`src/hdl/tpbb_pkg.sv`:
```
// ----------------------------------------------------------------------------
// tpbb_pkg: shared types and constants for the transformed point bounding box
// Default widths, register indexes and the pipeline enable bundle.
// ----------------------------------------------------------------------------
package tpbb_pkg;

    // Default coordinate width (signed, half of the bits are fraction).
    localparam int unsigned COORD_WIDTH = 32;
    // Default coefficient width (signed, half of the bits are fraction).
    localparam int unsigned COEF_WIDTH  = 16;

    // Configuration register indexes.
    localparam int unsigned CFG_ADDR_WIDTH = 3;
    typedef logic [CFG_ADDR_WIDTH-1:0] cfg_addr_t;

    localparam cfg_addr_t REG_ROW_X  = 3'd0;
    localparam cfg_addr_t REG_ROW_Y  = 3'd1;
    localparam cfg_addr_t REG_ROW_Z  = 3'd2;
    localparam cfg_addr_t REG_OFFS_X = 3'd3;
    localparam cfg_addr_t REG_OFFS_Y = 3'd4;
    localparam cfg_addr_t REG_OFFS_Z = 3'd5;

    // Load enables for the two arithmetic stages of each axis.
    typedef struct packed {
        logic prod;   // load the product registers from the input register
        logic sum;    // load the transformed coordinate register
    } pipe_en_t;

endpackage : tpbb_pkg

```
`src/hdl/tpbb_axis.sv`:
```
// ----------------------------------------------------------------------------
// tpbb_axis: one output axis of the affine transform
// Three products in one registered stage, then sum, floor, offset and
// saturation in the next.
// ----------------------------------------------------------------------------
module tpbb_axis #(
    parameter int unsigned COORD_WIDTH = tpbb_pkg::COORD_WIDTH,
    parameter int unsigned COEF_WIDTH  = tpbb_pkg::COEF_WIDTH
) (
    input  logic                          aclk,
    input  tpbb_pkg::pipe_en_t            pipe_en,
    input  logic signed [COORD_WIDTH-1:0] point_x,
    input  logic signed [COORD_WIDTH-1:0] point_y,
    input  logic signed [COORD_WIDTH-1:0] point_z,
    input  logic [3*COEF_WIDTH-1:0]       row_coefs,
    input  logic signed [COORD_WIDTH-1:0] offset,
    output logic signed [COORD_WIDTH-1:0] coord
);

    localparam int unsigned FRAC = COEF_WIDTH / 2;
    localparam int unsigned PW   = COORD_WIDTH + COEF_WIDTH;   // product width
    localparam int unsigned SW   = PW + 2;                     // sum of three
    localparam int unsigned HW   = SW - FRAC;                  // after floor
    localparam int unsigned TW   = HW + 1;                     // with offset

    localparam logic signed [COORD_WIDTH-1:0] C_MAX = {1'b0, {(COORD_WIDTH-1){1'b1}}};
    localparam logic signed [COORD_WIDTH-1:0] C_MIN = {1'b1, {(COORD_WIDTH-1){1'b0}}};

    logic signed [PW-1:0]          prod_reg  [3];
    logic signed [PW-1:0]          prod_next [3];
    logic signed [COORD_WIDTH-1:0] coord_reg;
    logic signed [COORD_WIDTH-1:0] coord_next;

    logic signed [PW-1:0] pt_ext   [3];
    logic signed [PW-1:0] coef_ext [3];
    logic signed [SW-1:0] sum;
    logic signed [HW-1:0] floored;
    logic signed [TW-1:0] total;

    always_comb begin
        pt_ext[0] = PW'(point_x);
        pt_ext[1] = PW'(point_y);
        pt_ext[2] = PW'(point_z);
        for (int i = 0; i < 3; i++) begin
            coef_ext[i]  = PW'($signed(row_coefs[i*COEF_WIDTH +: COEF_WIDTH]));
            prod_next[i] = pt_ext[i] * coef_ext[i];
        end
    end

    // The arithmetic shift of the exact sum is the floor of the quotient.
    always_comb begin
        sum     = SW'(prod_reg[0]) + SW'(prod_reg[1]) + SW'(prod_reg[2]);
        floored = HW'(sum >>> FRAC);
        total   = TW'(floored) + TW'(offset);
        if ((&total[TW-1:COORD_WIDTH-1]) || !(|total[TW-1:COORD_WIDTH-1])) begin
            coord_next = total[COORD_WIDTH-1:0];
        end else if (total[TW-1]) begin
            coord_next = C_MIN;
        end else begin
            coord_next = C_MAX;
        end
    end

    always_ff @(posedge aclk) begin
        if (pipe_en.prod) begin
            for (int i = 0; i < 3; i++) begin
                prod_reg[i] <= prod_next[i];
            end
        end
        if (pipe_en.sum) begin
            coord_reg <= coord_next;
        end
    end

    assign coord = coord_reg;

endmodule : tpbb_axis

```
`config.mk`:
```
export PLATFORM = sky130hd
export DESIGN_NAME = tpbb_axis
export DESIGN_NICKNAME = d
export VERILOG_FILES = /design/src/hdl/tpbb_pkg.sv /design/src/hdl/tpbb_axis.sv
export SDC_FILE = /design/constraint.sdc
export NUM_CORES = 2
export LEC_CHECK = 0
export ABC_AREA = 1
export BUFFER_PORTS_ARGS = -buffer_cell sky130_fd_sc_hd__buf_2
export CAP_MARGIN = 10
export CELL_PAD_IN_SITES_DETAIL_PLACEMENT = 0
export CELL_PAD_IN_SITES_GLOBAL_PLACEMENT = 1
export CORE_MARGIN = 2
export CORE_UTILIZATION = 54
export DETAILED_ROUTE_END_ITERATION = 8
export PLACE_DENSITY = 0.95
export SLEW_MARGIN = 20
export SYNTH_ARGS = -nofsm -noshare
export SYNTH_HDL_FRONTEND = slang
export SYNTH_SLANG_ARGS = --single-unit
```
`constraint.sdc`:
```
create_clock -name aclk -period 10.75 [get_ports aclk]
set_input_delay 1.075 -clock aclk [delete_from_list [all_inputs] [get_ports aclk]]
set_output_delay 1.075 -clock aclk [all_outputs]
set_load 0.01 [all_outputs]
```
# After elaboration in Yosys (flattened, before gate mapping)
# Memory sizes are Yosys's and may differ from the RTL's.
# Index checks and enable logic that the tools add are counted.
dict set report totals {
  inputBits 179
  mem_bits_rw 144
  reg_bits 32
  n_memories 1
}
# name depth word_bits read_ports rd_ports_with_merged_regs write_ports line
set mem_list {}
lappend mem_list {prod_reg 3 48 3 0 3 tpbb_axis.sv:29} ;# logic signed [PW-1:0] prod_reg [3];
dict set report op_classes {
  reduce_logical 4
  muxes 4
  addsub 3
  multipliers 3
}
# op count
set ops {}
lappend ops {{multiplier 32 x 16 -> 48 bit} 3}
lappend ops {{2-to-1 mux 32 bit} 2}
lappend ops {{adder 49 x 48 -> 50 bit} 1}
lappend ops {{adder 48 x 48 -> 49 bit} 1}
lappend ops {{adder 42 x 32 -> 43 bit} 1}
lappend ops {{AND reduction 12 bit} 1}
lappend ops {{OR reduction 12 bit} 1}
lappend ops {{2-to-1 mux 1 bit} 2}
lappend ops {{zero test 1 bit} 1}
lappend ops {{logical OR 1 bit} 1}

# Logic depth before layout (Yosys ltp)
dict set report depth {
  ltp_word 7
  depth_mapped 37
  depth_no_buf 36
}

# Worst setup path before layout
# OpenSTA, ideal clock, no wires.
dict set report synth_path {
  path_type {input -> register}
  startpoint {input port point_y[20]}
  endpoint {memory prod_reg[0][95] (netlist bit) (data pin)}
  setup_ns 0.260
  arrival_ns 6.368
  setup_slack_ns 4.121
  path_stages 26
  path_cell_list {clkbuf_1 clkbuf_1 nand2_1 fa_1 inv_1 fa_1 inv_1 fa_1 inv_1 fa_1 fa_1 inv_1 fa_1 inv_1 ha_1 nand2_1 nor2_1 inv_1 nor3_1 inv_1 o21ai_0 nor2_1 o21ai_0 nand4_1 nand2_1 xor2_1}
}
# item line
set synth_rtl {}
lappend synth_rtl {{start: declaration} tpbb_axis.sv:13} ;# input logic signed [COORD_WIDTH-1:0] point_y,
lappend synth_rtl {{end: declaration} tpbb_axis.sv:29}

==> impl_results.html <==
<table>
<tr><th>Metric</th><th>Value</th></tr>
<tr><th colspan="2">Worst setup path</th></tr>
<tr><td>Type of origin of the critical path</td><td>input pin</td></tr>
<tr><td>Cell family with the largest share of critical-path delay</td><td>adder cells</td></tr>
<tr><td>Worst Path Max Fanout</td><td>32</td></tr>
<tr><td>Worst endpoint data arrival time</td><td>about 7.5 ns</td></tr>
<tr><td>Setup CP Type</td><td>in -&gt; reg</td></tr>
<tr><td>Sum of buffers and inverters on the critical path</td><td>7</td></tr>
<tr><td>CP endpoint kind</td><td>flip-flop</td></tr>
<tr><td>Sequence of cells on the critical path</td><td>buf_2 -&gt; nand2_1 -&gt; inv_1 -&gt; fa_1 -&gt; fa_1 -&gt; inv_1 -&gt; fa_1 -&gt; inv_1 -&gt; fa_1 -&gt; inv_1 -&gt; fa_1 -&gt; inv_1 -&gt; fa_1 -&gt; ha_1 -&gt; nand2_1 -&gt; nor2_1 -&gt; inv_1 -&gt; nor4_1 -&gt; nand3_1 -&gt; o211ai_1 -&gt; xor2_1</td></tr>
<tr><td>CP max stage delay</td><td>roughly 0.9 ns</td></tr>
<tr><td>Required time of the worst setup path</td><td>10.95 ns</td></tr>
<tr><td>Critical-path cell with the highest stage delay</td><td>sky130_fd_sc_hd__fa_1</td></tr>
<tr><th colspan="2">Detailed routing</th></tr>
<tr><td>Detailed router's first-iteration violation count</td><td>3966</td></tr>
<tr><td>Router iterations before antenna repair</td><td>6</td></tr>
<tr><td>DRC violations left</td><td>0</td></tr>
<tr><td>Routed wirelength normalized by instance count</td><td>around 19 µm</td></tr>
<tr><td>Top layer in use</td><td>met4</td></tr>
<tr><td>Via count</td><td>53900</td></tr>
<tr><td>Routed wire length on met2</td><td>91.7 mm</td></tr>
<tr><td>Post-route antenna net violation count</td><td>0</td></tr>
<tr><td>Routed WL</td><td>190 mm</td></tr>
<tr><td>Number of vias per cell</td><td>between 5 and 6</td></tr>
<tr><td>Metal1 wirelength</td><td>78.7 mm</td></tr>
<tr><td>Routed met3 length</td><td>13.0 mm</td></tr>
<tr><th colspan="2">Yosys</th></tr>
<tr><td>Dominant register cell in the synthesized netlist</td><td>sky130_fd_sc_hd__edfxtp_1</td></tr>
<tr><td>Synthesized Nets</td><td>around 11000</td></tr>
<tr><td>Post-synthesis async set-or-reset flop share</td><td>0%</td></tr>
<tr><td>Flops &amp; latches, synth</td><td>176</td></tr>
<tr><td>Number of synthesized flops with an enable pin</td><td>176</td></tr>
<tr><td>Unique cell type count in the Yosys netlist</td><td>44</td></tr>
<tr><td>Synthesized area</td><td>0.0679 mm²</td></tr>
<tr><td>Cells after Synth</td><td>8555</td></tr>
<tr><td>Sequential share of the synthesized area</td><td>under 10%</td></tr>
<tr><td>Number of warnings reported in the yosys synthesis log</td><td>0</td></tr>
<tr><td>Average instance area after synthesis</td><td>a little under 8 µm²</td></tr>
<tr><th colspan="2">Timing</th></tr>
<tr><td>Max Fclk</td><td>138 MHz</td></tr>
<tr><td>Final clock period utilization by the worst path</td><td>67.4%</td></tr>
<tr><td>Count of endpoints failing hold in the final timing report</td><td>0</td></tr>
<tr><td>Count of pins over their slew limit</td><td>0</td></tr>
<tr><td>Post-route setup TNS</td><td>0 ns</td></tr>
<tr><td>Final min period</td><td>roughly 7.2 ns</td></tr>
<tr><td>Final setup violation count</td><td>0</td></tr>
<tr><td>Unrepaired setup endpoints after global routing</td><td>no</td></tr>
<tr><td>Tightest Pin Transition</td><td>0.934 ns</td></tr>
<tr><td>Worst clock skew</td><td>0.0170 ns</td></tr>
<tr><td>Normalized max-slew margin</td><td>a little under two fifths</td></tr>
<tr><th colspan="2">Floorplanning</th></tr>
<tr><td>Full die area</td><td>0.129 mm²</td></tr>
<tr><td>Width of the die</td><td>359 µm</td></tr>
<tr><td>Height of the chip</td><td>359 µm</td></tr>
<tr><td>Starting density of the core</td><td>a little over half</td></tr>
<tr><td>I/O pin cnt</td><td>211</td></tr>
<tr><td>Core footprint</td><td>0.125 mm²</td></tr>
<tr><td>Number of cell rows</td><td>130</td></tr>
<tr><th colspan="2">Finish</th></tr>
<tr><td>Largest register FFs</td><td>144</td></tr>
<tr><td>Number of filler instances in the final layout</td><td>11600</td></tr>
<tr><td>Fraction of final layout cells sized beyond drive strength 1</td><td>3.80%</td></tr>
<tr><td>Combined flip-flop and latch cell area</td><td>between 0.005 and 0.006 mm²</td></tr>
<tr><td>Most common cell after layout, fill and taps aside</td><td>sky130_fd_sc_hd__inv_1</td></tr>
<tr><td># nets final</td><td>10600</td></tr>
<tr><td>Most frequent cells in the layout</td><td>2465 x sky130_fd_sc_hd__inv_1, 2207 x sky130_fd_sc_hd__nand2_1, 1506 x sky130_fd_sc_hd__fa_1</td></tr>
<tr><td>Area used by multi-input combinational logic</td><td>~0.052 mm²</td></tr>
<tr><td>Layout Area Growth over Synthesis</td><td>3.78%</td></tr>
<tr><th colspan="2">Clock network</th></tr>
<tr><td>Number of levels the H-tree was split into</td><td>4</td></tr>
<tr><td>Clock slew seen by the registers of the worst setup and hold paths</td><td>0.08 ns</td></tr>
<tr><td>CTS tree</td><td>done</td></tr>
<tr><td>Hold-fix buffers at CTS</td><td>0</td></tr>
<tr><td>Clk sinks</td><td>176</td></tr>
<tr><td>Root Driver</td><td>sky130_fd_sc_hd__clkbuf_16</td></tr>
<tr><td>Worst-case clock buffer depth</td><td>2</td></tr>
<tr><td>Insertion delay to the later sink of the worst-skew pair</td><td>about 0.47 ns</td></tr>
<tr><td>Post-CTS Resized</td><td>0</td></tr>
<tr><td>Post-CTS setup buffers</td><td>0</td></tr>
<tr><td>Number of buffers created by CTS</td><td>17</td></tr>
<tr><th colspan="2">GRT</th></tr>
<tr><td>Wire length of the first global-routing pass</td><td>a little over 300 mm</td></tr>
<tr><td>Number of global-route vias before repair</td><td>about 57000</td></tr>
<tr><td>Total routing resource utilization after global routing</td><td>between 30% and 40%</td></tr>
<tr><td>Initial antenna violation count</td><td>2</td></tr>
<tr><td>Total global routing overflow</td><td>0</td></tr>
<tr><td>Maximum number of pins on one net before global-route repair</td><td>87</td></tr>
<tr><th colspan="2">Placed design</th></tr>
<tr><td>Weighted congestion reported at the end of routability-driven placement</td><td>0.971</td></tr>
<tr><td>HPWL after detailed placement</td><td>159 mm</td></tr>
<tr><td>Number of port buffers</td><td>210</td></tr>
<tr><th colspan="2">Status</th></tr>
<tr><td>Result of the run</td><td>completed</td></tr>
<tr><th colspan="2">Hold path</th></tr>
<tr><td>Hold WC Path Type</td><td>in -&gt; reg</td></tr>
<tr><th colspan="2">Job</th></tr>
<tr><td>Maxcap violations</td><td>0</td></tr>
</table>
==> cell type report <==
cell class / count / share of cell area (%)
multi-input cells: 5603 / 74.0
inverters: 2469 / 13.2
flip-flops and latches: 176 / 7.50
well taps: 1650 / 2.93
repair buffers: 213 / 1.54
clock buffers: 17 / 0.604
clock inverters: 15 / 0.270
diodes: 1 / 0.00355
==> worst paths after layout <==
check | from | endpoint | slack (ns) | depth (start not counted)
setup / recovery | row_coefs[1] | prod_reg[0][45] | 3.50 | 21
hold / removal | offset[0] | coord[0] | 1.02 | 4
setup reg to reg | prod_reg[0][54] | coord[13] | 3.92 | 29
hold reg to reg | prod_reg[0][56] | coord[0] | 1.33 | 6
==> worst reg2reg max path: cells and delay by family, from the launching register on <==
family                     cells  cell delay (ns)
buffers and inverters          3             0.22
adders and majority gates      3             1.27
and+or+nand+nor               20             3.42
AOI/OAI and AO/OA              3             1.26
DFF                            1             0.41
==> layer usage <==
layer	up-vias	track usage, %
li1	24400	-
met1	27000	42.2
met2	2104	51.4
met3	399	3.12
met4	0	9.04
met5	-	0
==> cell usage after synthesis (25+ instances only) <==
| cell | instances | area share (%) |
|---|---|---|
| sky130_fd_sc_hd__inv_1 | 2466 | 14 |
| sky130_fd_sc_hd__nand2_1 | 2207 | 12 |
| sky130_fd_sc_hd__fa_1 | 1506 | 44 |
| sky130_fd_sc_hd__ha_1 | 434 | 8.0 |
| sky130_fd_sc_hd__nor2_1 | 371 | 2.1 |
| sky130_fd_sc_hd__clkbuf_1 | 301 | 1.7 |
| sky130_fd_sc_hd__a21oi_1 | 282 | 2.1 |
| sky130_fd_sc_hd__edfxtp_1 | 176 | 7.8 |
| sky130_fd_sc_hd__o21ai_0 | 153 | 1.1 |
| sky130_fd_sc_hd__xor2_1 | 133 | 1.7 |
| sky130_fd_sc_hd__nand3_1 | 103 | 0.76 |
| sky130_fd_sc_hd__xnor2_1 | 94 | 1.2 |
| sky130_fd_sc_hd__a31oi_1 | 56 | 0.52 |
| sky130_fd_sc_hd__nand4_1 | 37 | 0.34 |
| sky130_fd_sc_hd__or2_2 | 34 | 0.31 |
| sky130_fd_sc_hd__o21a_1 | 25 | 0.28 |
==> logic make-up after synthesis <==
logic type      Yosys count  share of synthesized area (%)
compound gates          595                           4.91
xor+xnor                227                           2.93
buf+inv                2776                           15.4
flops                   176                           7.79
simple gates           2841                           16.5
fa+ha+maj              1940                           52.4
==> stage by stage <==
step	utilization [%]	instance area [µm²]	std cells	setup WS (ns)	hold slack [ns]
after CTS	56.2	70400	10100	3.60	1.00
final	56.2	70400	10100	3.50	1.02
after global routing	56.2	70400	10100	3.09	1.04
after global placement	55.7	69800	10100	3.12	1.29
after detailed placement	55.7	69800	10100	3.12	1.31
after floorplan	-	67900	8555	4.12	1.06
Power is not shown: default switching activity piles up to over one toggle a cycle in this logic, so the estimate is an artifact.
