File: src/hdl/tpbb_pkg.sv
// ----------------------------------------------------------------------------
// tpbb_pkg: shared types and constants for the transformed point bounding box
// Default widths, register indexes and the pipeline enable bundle.
// ----------------------------------------------------------------------------
package tpbb_pkg;

    // Default coordinate width (signed, half of the bits are fraction).
    localparam int unsigned COORD_WIDTH = 32;
    // Default coefficient width (signed, half of the bits are fraction).
    localparam int unsigned COEF_WIDTH  = 16;

    // Configuration register indexes.
    localparam int unsigned CFG_ADDR_WIDTH = 3;
    typedef logic [CFG_ADDR_WIDTH-1:0] cfg_addr_t;

    localparam cfg_addr_t REG_ROW_X  = 3'd0;
    localparam cfg_addr_t REG_ROW_Y  = 3'd1;
    localparam cfg_addr_t REG_ROW_Z  = 3'd2;
    localparam cfg_addr_t REG_OFFS_X = 3'd3;
    localparam cfg_addr_t REG_OFFS_Y = 3'd4;
    localparam cfg_addr_t REG_OFFS_Z = 3'd5;

    // Load enables for the two arithmetic stages of each axis.
    typedef struct packed {
        logic prod;   // load the product registers from the input register
        logic sum;    // load the transformed coordinate register
    } pipe_en_t;

endpackage : tpbb_pkg

File: src/hdl/tpbb_track.sv
// ----------------------------------------------------------------------------
// tpbb_track: running per-axis bounds and the result register
// Updates the minimum and maximum per beat and presents the box on a last beat.
// ----------------------------------------------------------------------------
module tpbb_track #(
    parameter int unsigned COORD_WIDTH = tpbb_pkg::COORD_WIDTH,
    parameter int unsigned OUT_WIDTH   = ((6 * COORD_WIDTH + 7) / 8) * 8
) (
    input  logic                          aclk,
    input  logic                          aresetn,
    input  logic                          take,      // a transformed beat leaves
    input  logic                          take_last,
    input  logic signed [COORD_WIDTH-1:0] tx,
    input  logic signed [COORD_WIDTH-1:0] ty,
    input  logic signed [COORD_WIDTH-1:0] tz,
    output logic                          slot_free, // result register can load
    output logic                          m_tvalid,
    input  logic                          m_tready,
    output logic [OUT_WIDTH-1:0]          m_tdata
);

    localparam logic signed [COORD_WIDTH-1:0] C_MAX = {1'b0, {(COORD_WIDTH-1){1'b1}}};
    localparam logic signed [COORD_WIDTH-1:0] C_MIN = {1'b1, {(COORD_WIDTH-1){1'b0}}};

    logic signed [COORD_WIDTH-1:0] low_reg  [3];
    logic signed [COORD_WIDTH-1:0] high_reg [3];
    logic signed [COORD_WIDTH-1:0] low_next [3];
    logic signed [COORD_WIDTH-1:0] high_next[3];
    logic signed [COORD_WIDTH-1:0] t        [3];
    logic                          valid_reg;
    logic [6*COORD_WIDTH-1:0]      data_reg;
    logic [6*COORD_WIDTH-1:0]      data_next;

    always_comb begin
        t[0] = tx;
        t[1] = ty;
        t[2] = tz;
        for (int i = 0; i < 3; i++) begin
            low_next[i]  = (t[i] < low_reg[i])  ? t[i] : low_reg[i];
            high_next[i] = (t[i] > high_reg[i]) ? t[i] : high_reg[i];
        end
        data_next = {high_next[2], high_next[1], high_next[0],
                     low_next[2],  low_next[1],  low_next[0]};
    end

    assign slot_free = !valid_reg || m_tready;

    always_ff @(posedge aclk) begin
        if (!aresetn) begin
            valid_reg <= 1'b0;
            for (int i = 0; i < 3; i++) begin
                low_reg[i]  <= C_MAX;
                high_reg[i] <= C_MIN;
            end
        end else begin
            if (take && take_last) begin
                valid_reg <= 1'b1;
            end else if (m_tready) begin
                valid_reg <= 1'b0;
            end
            if (take) begin
                for (int i = 0; i < 3; i++) begin
                    low_reg[i]  <= take_last ? C_MAX : low_next[i];
                    high_reg[i] <= take_last ? C_MIN : high_next[i];
                end
            end
        end
    end

    always_ff @(posedge aclk) begin
        if (take && take_last) begin
            data_reg <= data_next;
        end
    end

    assign m_tvalid = valid_reg;
    assign m_tdata  = OUT_WIDTH'(data_reg);

endmodule : tpbb_track
File: config.mk
export PLATFORM = sky130hd
export DESIGN_NAME = tpbb_track
export DESIGN_NICKNAME = d
export VERILOG_FILES = /design/src/hdl/tpbb_pkg.sv /design/src/hdl/tpbb_track.sv
export SDC_FILE = /design/constraint.sdc
export NUM_CORES = 1
export LEC_CHECK = 0
export BUFFER_PORTS_ARGS = -buffer_cell sky130_fd_sc_hd__buf_2
export CAP_MARGIN = 20
export CELL_PAD_IN_SITES_DETAIL_PLACEMENT = 0
export CELL_PAD_IN_SITES_GLOBAL_PLACEMENT = 2
export CORE_MARGIN = 2
export CORE_UTILIZATION = 40
export DETAILED_ROUTE_END_ITERATION = 8
export GPL_ROUTABILITY_DRIVEN = 0
export PLACE_DENSITY_LB_ADDON = 0.1
export SLEW_MARGIN = 10
export SYNTH_ARGS = -nofsm -noshare
export SYNTH_HDL_FRONTEND = slang
export SYNTH_SLANG_ARGS = --single-unit
File: constraint.sdc
create_clock -name aclk -period 7.5 [get_ports aclk]
set_clock_uncertainty 0.05 [all_clocks]
set_input_delay 1.5 -clock aclk [delete_from_list [all_inputs] [get_ports aclk]]
set_output_delay 1.5 -clock aclk [all_outputs]
set_load 0.005 [all_outputs]
* Yosys cells after proc, flatten, opt, wreduce, memory -nomap -nowiden *
Memories as Yosys holds them, arrays and structs flattened.
Index checks and enable logic that the tools add are counted.

cells by class
  add/sub/neg operators = 0
  multiply operators = 0
  divide/modulo/power cells = 0
  $lt $le $gt $ge = 6
  eq/ne operators = 0
  shifts and indexed selects = 0
  muxes and demuxes = 24
  bitwise operators = 6
  reduce and logical (&&, ||, !) cells = 4

operators with widths
  kind                 number
  $mux W32             18
  $gt A32 B32 Y1       3
  $lt A32 B32 Y1       3
  $mux W1              6
  $or A1 B1 Y1         6
  $reduce_bool A2 Y1   1
  $logic_and A1 B1 Y1  1
  $logic_not A1 Y1     1
  $logic_or A1 B1 Y1   1

storage, ports and cells
  register bits = 193
  latch bits = 0
  memory bits (writable) = 192
  memory bits (read-only) = 0
  input bits = 101
  output and inout port bits = 194
  word-level logic and storage cells = 44
  memories kept = 2

memories
  memory    words  bits a word  read ports  clocked after memory_dff  write ports  RTL line          text
  high_reg  3      32           3           0                         3            tpbb_track.sv:26  logic signed [COORD_WIDTH-1:0] high_reg [3];
  low_reg   3      32           3           0                         3            tpbb_track.sv:25  logic signed [COORD_WIDTH-1:0] low_reg [3];

* Longest topological paths before layout *
Gate-level depths: netlist (run 1).

  word-level depth = 4
  depth in mapped cells = 11
  depth with buffers taken out = 10

* Least setup slack after synthesis (run 1) *
No wires, ideal clock.

  path type = input-to-reg
  start = input port take
  end = memory high_reg[0][0], enable pin
  library setup time = 0.587 ns
  arrival = 6.109 ns
  data required time = 6.863 ns
  setup slack = 0.754 ns
  stages = 1
  cell sequence = nand2b_1

RTL lines
  item         RTL line          text
  from (decl)  tpbb_track.sv:11  input logic take,
  to (decl)    tpbb_track.sv:26

==> summary.md, run 1 <==
| Metric | Value |
|---|---|
| Outcome | `finished clean` |
| Max Cap Viol | `0` |
| Initial Util | `40.36%` |
| Clk network pwr share | `38.0%` |
| Clk Latency, worst-skew pair | `570 ps` |
| EDFF count, synth | `384` |
| H-tree depth | `2` |
| Port bufs | `294` |
| Worst min-delay path category | `reg -> reg` |
| Post-CTS Resized | `0` |
| Switching share of power | `24.86%` |
| Final antenna-violating net count | `0` |
| Leakage power | `10.08 nW` |
| Core box area | `49860 um^2` |
| CTS tree | `yes` |
| FF+latch count, synth | `385` |
| P per Cell Area | `224.3 nW/um^2` |
| Mapped Area | `20120 um^2` |
| Setup TNS Final | `0 ps` |
| P_sw | `1.322 mW` |
| CP Launch Type | `primary input` |
| Area grow syn2layout | `17.79%` |
| DRT Pass-1 Iters | `6` |
| Layout cells sized above 1 | `27.93%` |
| Hold Path Depth | `1` |
| Crit. End Element | `flop` |
| Max Clock Freq | `201.2 MHz` |
| DR vias | `12680` |
| Logic pwr share | `13.7%` |
| Post-CTS Repair Setup Buffers | `0` |
| Tot GR Track Use | `18.91%` |
| Critical path startpoint | `tx[14]` |
| Sequential fraction of the synthesis area | `57.40%` |
| Final nets | `2132` |
| Slew Viols, Final | `0` |
| Initial antenna violation count | `10` |
| Drt total wl | `49.19 mm` |
| Inserted Clock Buffers | `44` |
| CTS max path bufs | `3` |
| DR WL/cell | `19.31 um` |
| Start of the worst register-to-register path | `high_reg[0][15]` |
| Count of final hold-check violations | `0` |
| WP data arrival | `5200 ps` |
| Biggest area consumer among synthesized cells | `edfxtp_1` |
| Routed vias/inst | `4.978` |
| Crit share post-route | `66.26%` |
| Maximum vdd drop | `0.1665 mV` |
| Post-Syn Instances | `1536` |
| Syn Area/Cell | `13.10 um^2` |
| Die area | `52120 um^2` |
| Largest net degree at the start of global routing | `135` |
| Critical path type | `in -> reg` |
| Vias in the first global route | `12840` |
| Final Core Density | `47.54%` |
| DP HPWL | `33.47 mm` |
| Number of remaining DRC errors | `0` |
| Hold path endpoint | `m_tdata[129]` |
| Slew headroom | `27.11%` |
| Ys flop type | `edfxtp_1` |
| Setup violators final | `0` |
| Number of distinct library cells after synthesis | `47` |
| Clock sink count | `385` |
| R2r endpoint | `high_reg[0][31]` |
| Max FFs per register | `192` |
| Die Span Y | `228.3 um` |
| Iter 0 DRT Violations | `738` |
| RSZ-0062 raised after global routing | `no` |
| Overflow left after global routing | `0` |
| Num ports | `295` |
| Clock transition at path regs | `60 ps` |
| FF-to-FF setup slack | `3210 ps` |
| CP max FO | `12` |
| Int Pwr | `3.995 mW` |
| Post-synth ARST share | `0%` |
| Post-synthesis net count | `1826` |
| R2R depth | `11` |
| Top-area cell type share of the netlist area | `57.30%` |
| Tmin final | `4970 ps` |
| Worst Hold Launch | `high_reg[0][33]` |
| CTS Hold Bufs | `0` |
| Die W | `228.3 um` |
| Worst-Margin Slew | `1093 ps` |
| Part of the power in registers | `48.3%` |
| Warnings from Yosys | `0` |
| Area contributors post-synth | `edfxtp_1 57%, ha_1 12%, mux2_2 6.4%` |
| Core Rows | `82` |
| Global-route wire length before repair | `76.58 mm` |
| Clk root buf | `clkbuf_16` |
| Critical path required time | `7730 ps` |
[critical path, cell delays in order]
cell and delay (ps):
buf_2 130, ha_1 340, nand4_2 140, nor3_1 130, a21boi_1 160, or4b_1 610
a2111oi_2 570, mux2i_4 700, buf_4 390, mux2_2 380, nand2b_1 140
[cell families (layout without fill, tap and decap cells)]
family	after synthesis	in the layout	share of synthesized area [%]
other cells	0	6	0
fa+ha+maj	189	189	11.75
flops	385	385	57.40
buf+inv	245	578	4.850
compound gates	219	219	6.789
mux	164	164	9.736
simple gates	334	334	9.475
[power by group through the flow]
stage          clock network, mW  registers, mW  logic (mW)
2_1_floorplan                  0           2.62       0.461
3_3_place_gp                   0           2.61       0.735
3_5_place_dp                   0           2.61       0.737
4_1_cts                     2.08           2.57       0.744
5_1_grt                     2.16           2.58       0.821
6_report                    2.02           2.57       0.730
[layout make-up]
class / count / area, um^2
Fill cell: 4635 / 26160
Inverter: 197 / 747.0
Clock buffer: 54 / 1160
Sequential cell: 385 / 11550
Timing Repair Buffer: 308 / 1577
Tap cell: 672 / 840.8
Multi-Input combinational cell: 906 / 7675
Clock inverter: 19 / 138.9
Antenna cell: 6 / 15.01
[placed cells by master, fill, tap and decap left out, types with 4 or more instances in the layout]
cell type / count
nand3_1: 50
a21oi_1: 64
o211ai_1: 36
nand4_1: 27
mux2_4: 30
nor4_1: 5
nor2b_1: 4
and2_1: 96
diode_2: 6
nand2_1: 42
buf_4: 14
edfxtp_1: 384
nand2b_1: 71
clkinv_1: 7
a211oi_1: 10
o21ai_0: 54
clkbuf_1: 9
mux2_1: 17
clkinv_2: 9
nor3_1: 10
mux2_2: 114
buf_2: 294
a21o_1: 27
inv_1: 196
clkbuf_16: 45
nor2_1: 12
a221oi_1: 4
ha_1: 189
and4_1: 6
[per-layer routing]
metal / part of all wire [%] / track usage [%] / up-vias
met2: 45 / 28.83 / 259
met1: 47 / 26.80 / 6109
met3: 5.7 / 5.002 / 65
li1: - / - / 6239
met5: 0.11 / 0 / -
met4: 1.8 / 4.820 / 8
[worst max-delay path by stage]
| stage | end | slack (ps) | cells after the start |
|---|---|---|---|
| 6_report | high_reg[0][31] | 2530 | 11 |
| 5_1_grt | high_reg[0][31] | 2430 | 11 |
| 4_1_cts | high_reg[0][31] | 2580 | 11 |
| 3_5_place_dp | high_reg[0][31] | 1970 | 11 |
| 3_3_place_gp | high_reg[0][31] | 2080 | 11 |
| 2_1_floorplan | high_reg[0][0] | 750 | 1 |
[metrics by stage]
stage / power [mW] / area [um^2] / cells / hold slack, ps / worst slack (ps)
global route: 5.561 / 23700 / 2545 / 559.7 / 2426
floorplan: 3.082 / 20120 / 1536 / 471.4 / 754.0
detailed placement: 3.349 / 22390 / 2468 / 513.5 / 1969
CTS: 5.395 / 23690 / 2541 / 529.7 / 2581
finish: 5.317 / 23700 / 2547 / 528.1 / 2531
global placement: 3.348 / 22390 / 2468 / 511.6 / 2078
[Yosys cell counts (all sizes together) (3+ instances only)]
cell type and n:
ha 189, inv 197, a211oi 11, buf 15, a21o 27, nor2 14, a2111oi 3, and4 6
nand4 28, nand2b 72, a211o 3, nor2b 4, nor3 10, a21oi 64, a21boi 3, or4b 3
edfxtp 384, a221oi 4, mux2 161, nor4 5, mux2i 3, o211ai 37, nand2 42, nand3 51
o21ai 56, and2 96, clkbuf 33
Note: power is estimated with default switching activity, not from simulation.
==> run 2: changes to the inputs <==
Settings changed: ABC_AREA set to 1, CORE_UTILIZATION 40 to 36.
Clock period 7.5 ns to 4.8 ns, I/O delays scaled along.
==> summary.md, run 2 <==
| Metric | Value |
|---|---|
| Outcome | `finished clean (unchanged)` |
| Setup violators final | `0 (unchanged)` |
| Max Cap Viol | `0 (unchanged)` |
| Most common cell in the netlist | `nand2_1 (was edfxtp_1)` |
| WP data arrival | `3740 ps (was 5200 ps)` |
| Most common cell after layout, fill and taps aside | `nand2_1 (was edfxtp_1)` |
| Maximum vdd drop | `0.2752 mV (was 0.1665 mV)` |
| Final nets | `2831 (was 2132)` |
| Mapped Area | `21090 um^2 (was 20120 um^2)` |
| Crit. End Element | `flop (unchanged)` |
| EDFF count, synth | `384 (unchanged)` |
| Number of distinct library cells after synthesis | `30 (was 47)` |
| Overflow left after global routing | `0 (unchanged)` |
| DP Cell Count | `3257 (was 2468)` |
| CP max FO | `33 (was 12)` |
| Die W | `246.1 um (was 228.3 um)` |
| Die Span Y | `246.1 um (was 228.3 um)` |
| Layout cells sized above 1 | `15.70% (was 27.93%)` |
| Post-synthesis net count | `2537 (was 1826)` |
| Initial Util | `36.49% (was 40.36%)` |
| Area contributors post-synth | `edfxtp_1 55%, ha_1 11%, nand2_1 11% (was edfxtp_1 57%, ha_1 12%, mux2_2 6.4%)` |
| Die area | `60540 um^2 (was 52120 um^2)` |
| CTS tree | `yes (unchanged)` |
| Global-route wire length before repair | `91.44 mm (was 76.58 mm)` |
| Core Rows | `88 (was 82)` |
| Clk network pwr share | `37.8% (was 38.0%)` |
| Final instance area | `24920 um^2 (was 23700 um^2)` |
| Iter 0 DRT Violations | `960 (was 738)` |
| Clock sink count | `385 (unchanged)` |
| PnR worst setup slack | `1327 ps (was 2531 ps)` |
| Leakage power | `12.29 nW (was 10.08 nW)` |
| P_sw | `2.611 mW (was 1.322 mW)` |
| Tmin final | `3473 ps` |
| Warnings from Yosys | `0 (unchanged)` |
| Top-area cell type share of the netlist area | `54.67% (was 57.30%)` |
| DRT Pass-1 Iters | `5 (was 6)` |
| Clk root buf | `clkbuf_16 (unchanged)` |
| Count of final hold-check violations | `0 (unchanged)` |
| Post-CTS Repair Setup Buffers | `0 (unchanged)` |
| Num ports | `295 (unchanged)` |
| Final Core Density | `43.11% (was 47.54%)` |
| Int Pwr | `6.619 mW (was 3.995 mW)` |
| Hold Path Depth | `2 (was 1)` |
| Largest net degree at the start of global routing | `101 (was 135)` |
| FF-to-FF setup slack | `1470 ps (was 3210 ps)` |
| DP HPWL | `40.20 mm (was 33.47 mm)` |
| Most frequent cells in the layout | `595 x nand2_1, 422 x inv_1, 384 x edfxtp_1 (was 384 x edfxtp_1, 294 x buf_2, 196 x inv_1)` |
| Max FFs per register | `192 (unchanged)` |
| Placed cell areas | `23440 um^2 (was 22390 um^2)` |
| CTS Hold Bufs | `0 (unchanged)` |
| Max Clock Freq | `288.0 MHz` |
| Clk Latency, worst-skew pair | `580 ps (was 570 ps)` |
| Slew headroom | `36.98% (was 27.11%)` |
| Inserted Clock Buffers | `47 (was 44)` |
| CTS max path bufs | `3 (unchanged)` |
| Post-Layout Cell Count | `3345 (was 2547)` |
| H-tree depth | `2 (unchanged)` |
| Vias in the first global route | `15990 (was 12840)` |
| Port bufs | `294 (unchanged)` |
| Drt total wl | `58.91 mm (was 49.19 mm)` |
| Sequential fraction of the synthesis area | `54.77% (was 57.40%)` |
| Part of the power in registers | `44.5% (was 48.3%)` |
| RSZ-0062 raised after global routing | `no (unchanged)` |
| Routed vias/inst | `4.787 (was 4.978)` |
| CP Launch Type | `primary input (unchanged)` |
| Crit share post-route | `72.35%` |
| Biggest area consumer among synthesized cells | `edfxtp_1 (unchanged)` |
| DR vias | `16010 (was 12680)` |
| Worst min-delay path category | `reg -> reg (unchanged)` |
| Syn Area/Cell | `9.387 um^2 (was 13.10 um^2)` |
| Core box area | `57810 um^2 (was 49860 um^2)` |
| R2R depth | `14 (was 11)` |
| Slew Viols, Final | `0 (unchanged)` |
| Area grow syn2layout | `18.15% (was 17.79%)` |
| Clock transition at path regs | `60 ps (about the same)` |
| Critical path type | `in -> reg (unchanged)` |
| Initial antenna violation count | `1 (was 10)` |
| DR WL/cell | `17.61 um (was 19.31 um)` |
| P per Cell Area | `370.4 nW/um^2 (was 224.3 nW/um^2)` |
| Final antenna-violating net count | `0 (unchanged)` |
| Tot GR Track Use | `19.55% (was 18.91%)` |
| Logic pwr share | `17.6% (was 13.7%)` |
| Dpl ws | `765.1 ps (was 1969 ps)` |
| Critical path required time | `5060 ps (was 7730 ps)` |
| Switching share of power | `28.29% (was 24.86%)` |
| Setup TNS Final | `0 ps (unchanged)` |
| Post-synth ARST share | `0% (unchanged)` |
| Post-Syn Instances | `2247 (was 1536)` |
| Commonest cells post-synth | `596 x nand2_1, 423 x inv_1, 384 x edfxtp_1 (was 384 x edfxtp_1, 197 x inv_1, 189 x ha_1)` |
| FF+latch count, synth | `385 (unchanged)` |
| Ys flop type | `edfxtp_1 (unchanged)` |
| Number of remaining DRC errors | `0 (unchanged)` |
| Post-CTS Resized | `0 (unchanged)` |
| Worst-Margin Slew | `945.3 ps (was 1093 ps)` |
[run 2: area by class of cell]
type	count	area (um^2)
clock buffer	62	1275
multi-input combinational	1357	7597
timing repair buffer	325	1729
fill	5740	32890
antenna	1	2.502
tap	765	957.2
inverter	425	1600
sequential	385	11550
clock inverter	25	206.4
[run 2: metal layers]
layer / routed length, um / vias up / track usage, %
met2: 27950 / 343 / 32.21
met1: 26830 / 7560 / 26.66
met4: 1058 / 2 / 4.670
li1: - / 8033 / -
met5: 13 / - / 0
met3: 3060 / 75 / 3.486
[run 2: path summary, 6_finish.rpt]
path / from / to
worst min register to register: m_tvalid / m_tvalid
worst max-delay path: tz[31] / high_reg[0][94]
worst max register to register: high_reg[0][95] / high_reg[0][94]
worst min-delay path: m_tvalid / m_tvalid
[run 2: kinds of logic after synthesis]
family                   synth area share (%)
AND/OR/NAND/NOR                         21.19
AO/OA/AOI/OAI                           3.512
flip-flops                              54.77
buffers and inverters                   9.320
adder cells (fa/ha/maj)                 11.21
[run 2: stage by stage]
stage	hold slack, ps	power [mW]
after global placement	425.6	5.821
after floorplan	448.1	5.211
after CTS	444.0	9.382
after global routing	475.9	9.746
final	435.8	9.231
after detailed placement	428.4	5.834
[run 2: power groups by stage]
| stage | combinational [mW] | clock [mW] | sequential [mW] |
|---|---|---|---|
| after detailed placement | 1.65 | 0 | 4.18 |
| after floorplan | 1.03 | 0 | 4.19 |
| final | 1.63 | 3.49 | 4.11 |
| after global placement | 1.64 | 0 | 4.18 |
| after global routing | 1.89 | 3.73 | 4.13 |
| after CTS | 1.66 | 3.61 | 4.11 |
[run 2: critical path: stages]
cell and delay (ps):
buf_2 140, ha_1 360, nand2_1 90, nor2_1 130, nand2_1 120, nor4_2 300
nand2_1 200, nand2_1 110, nand2_2 450, nand3_2 190, buf_4 380, nand2_1 90
nand2_1 130, nor2_1 50
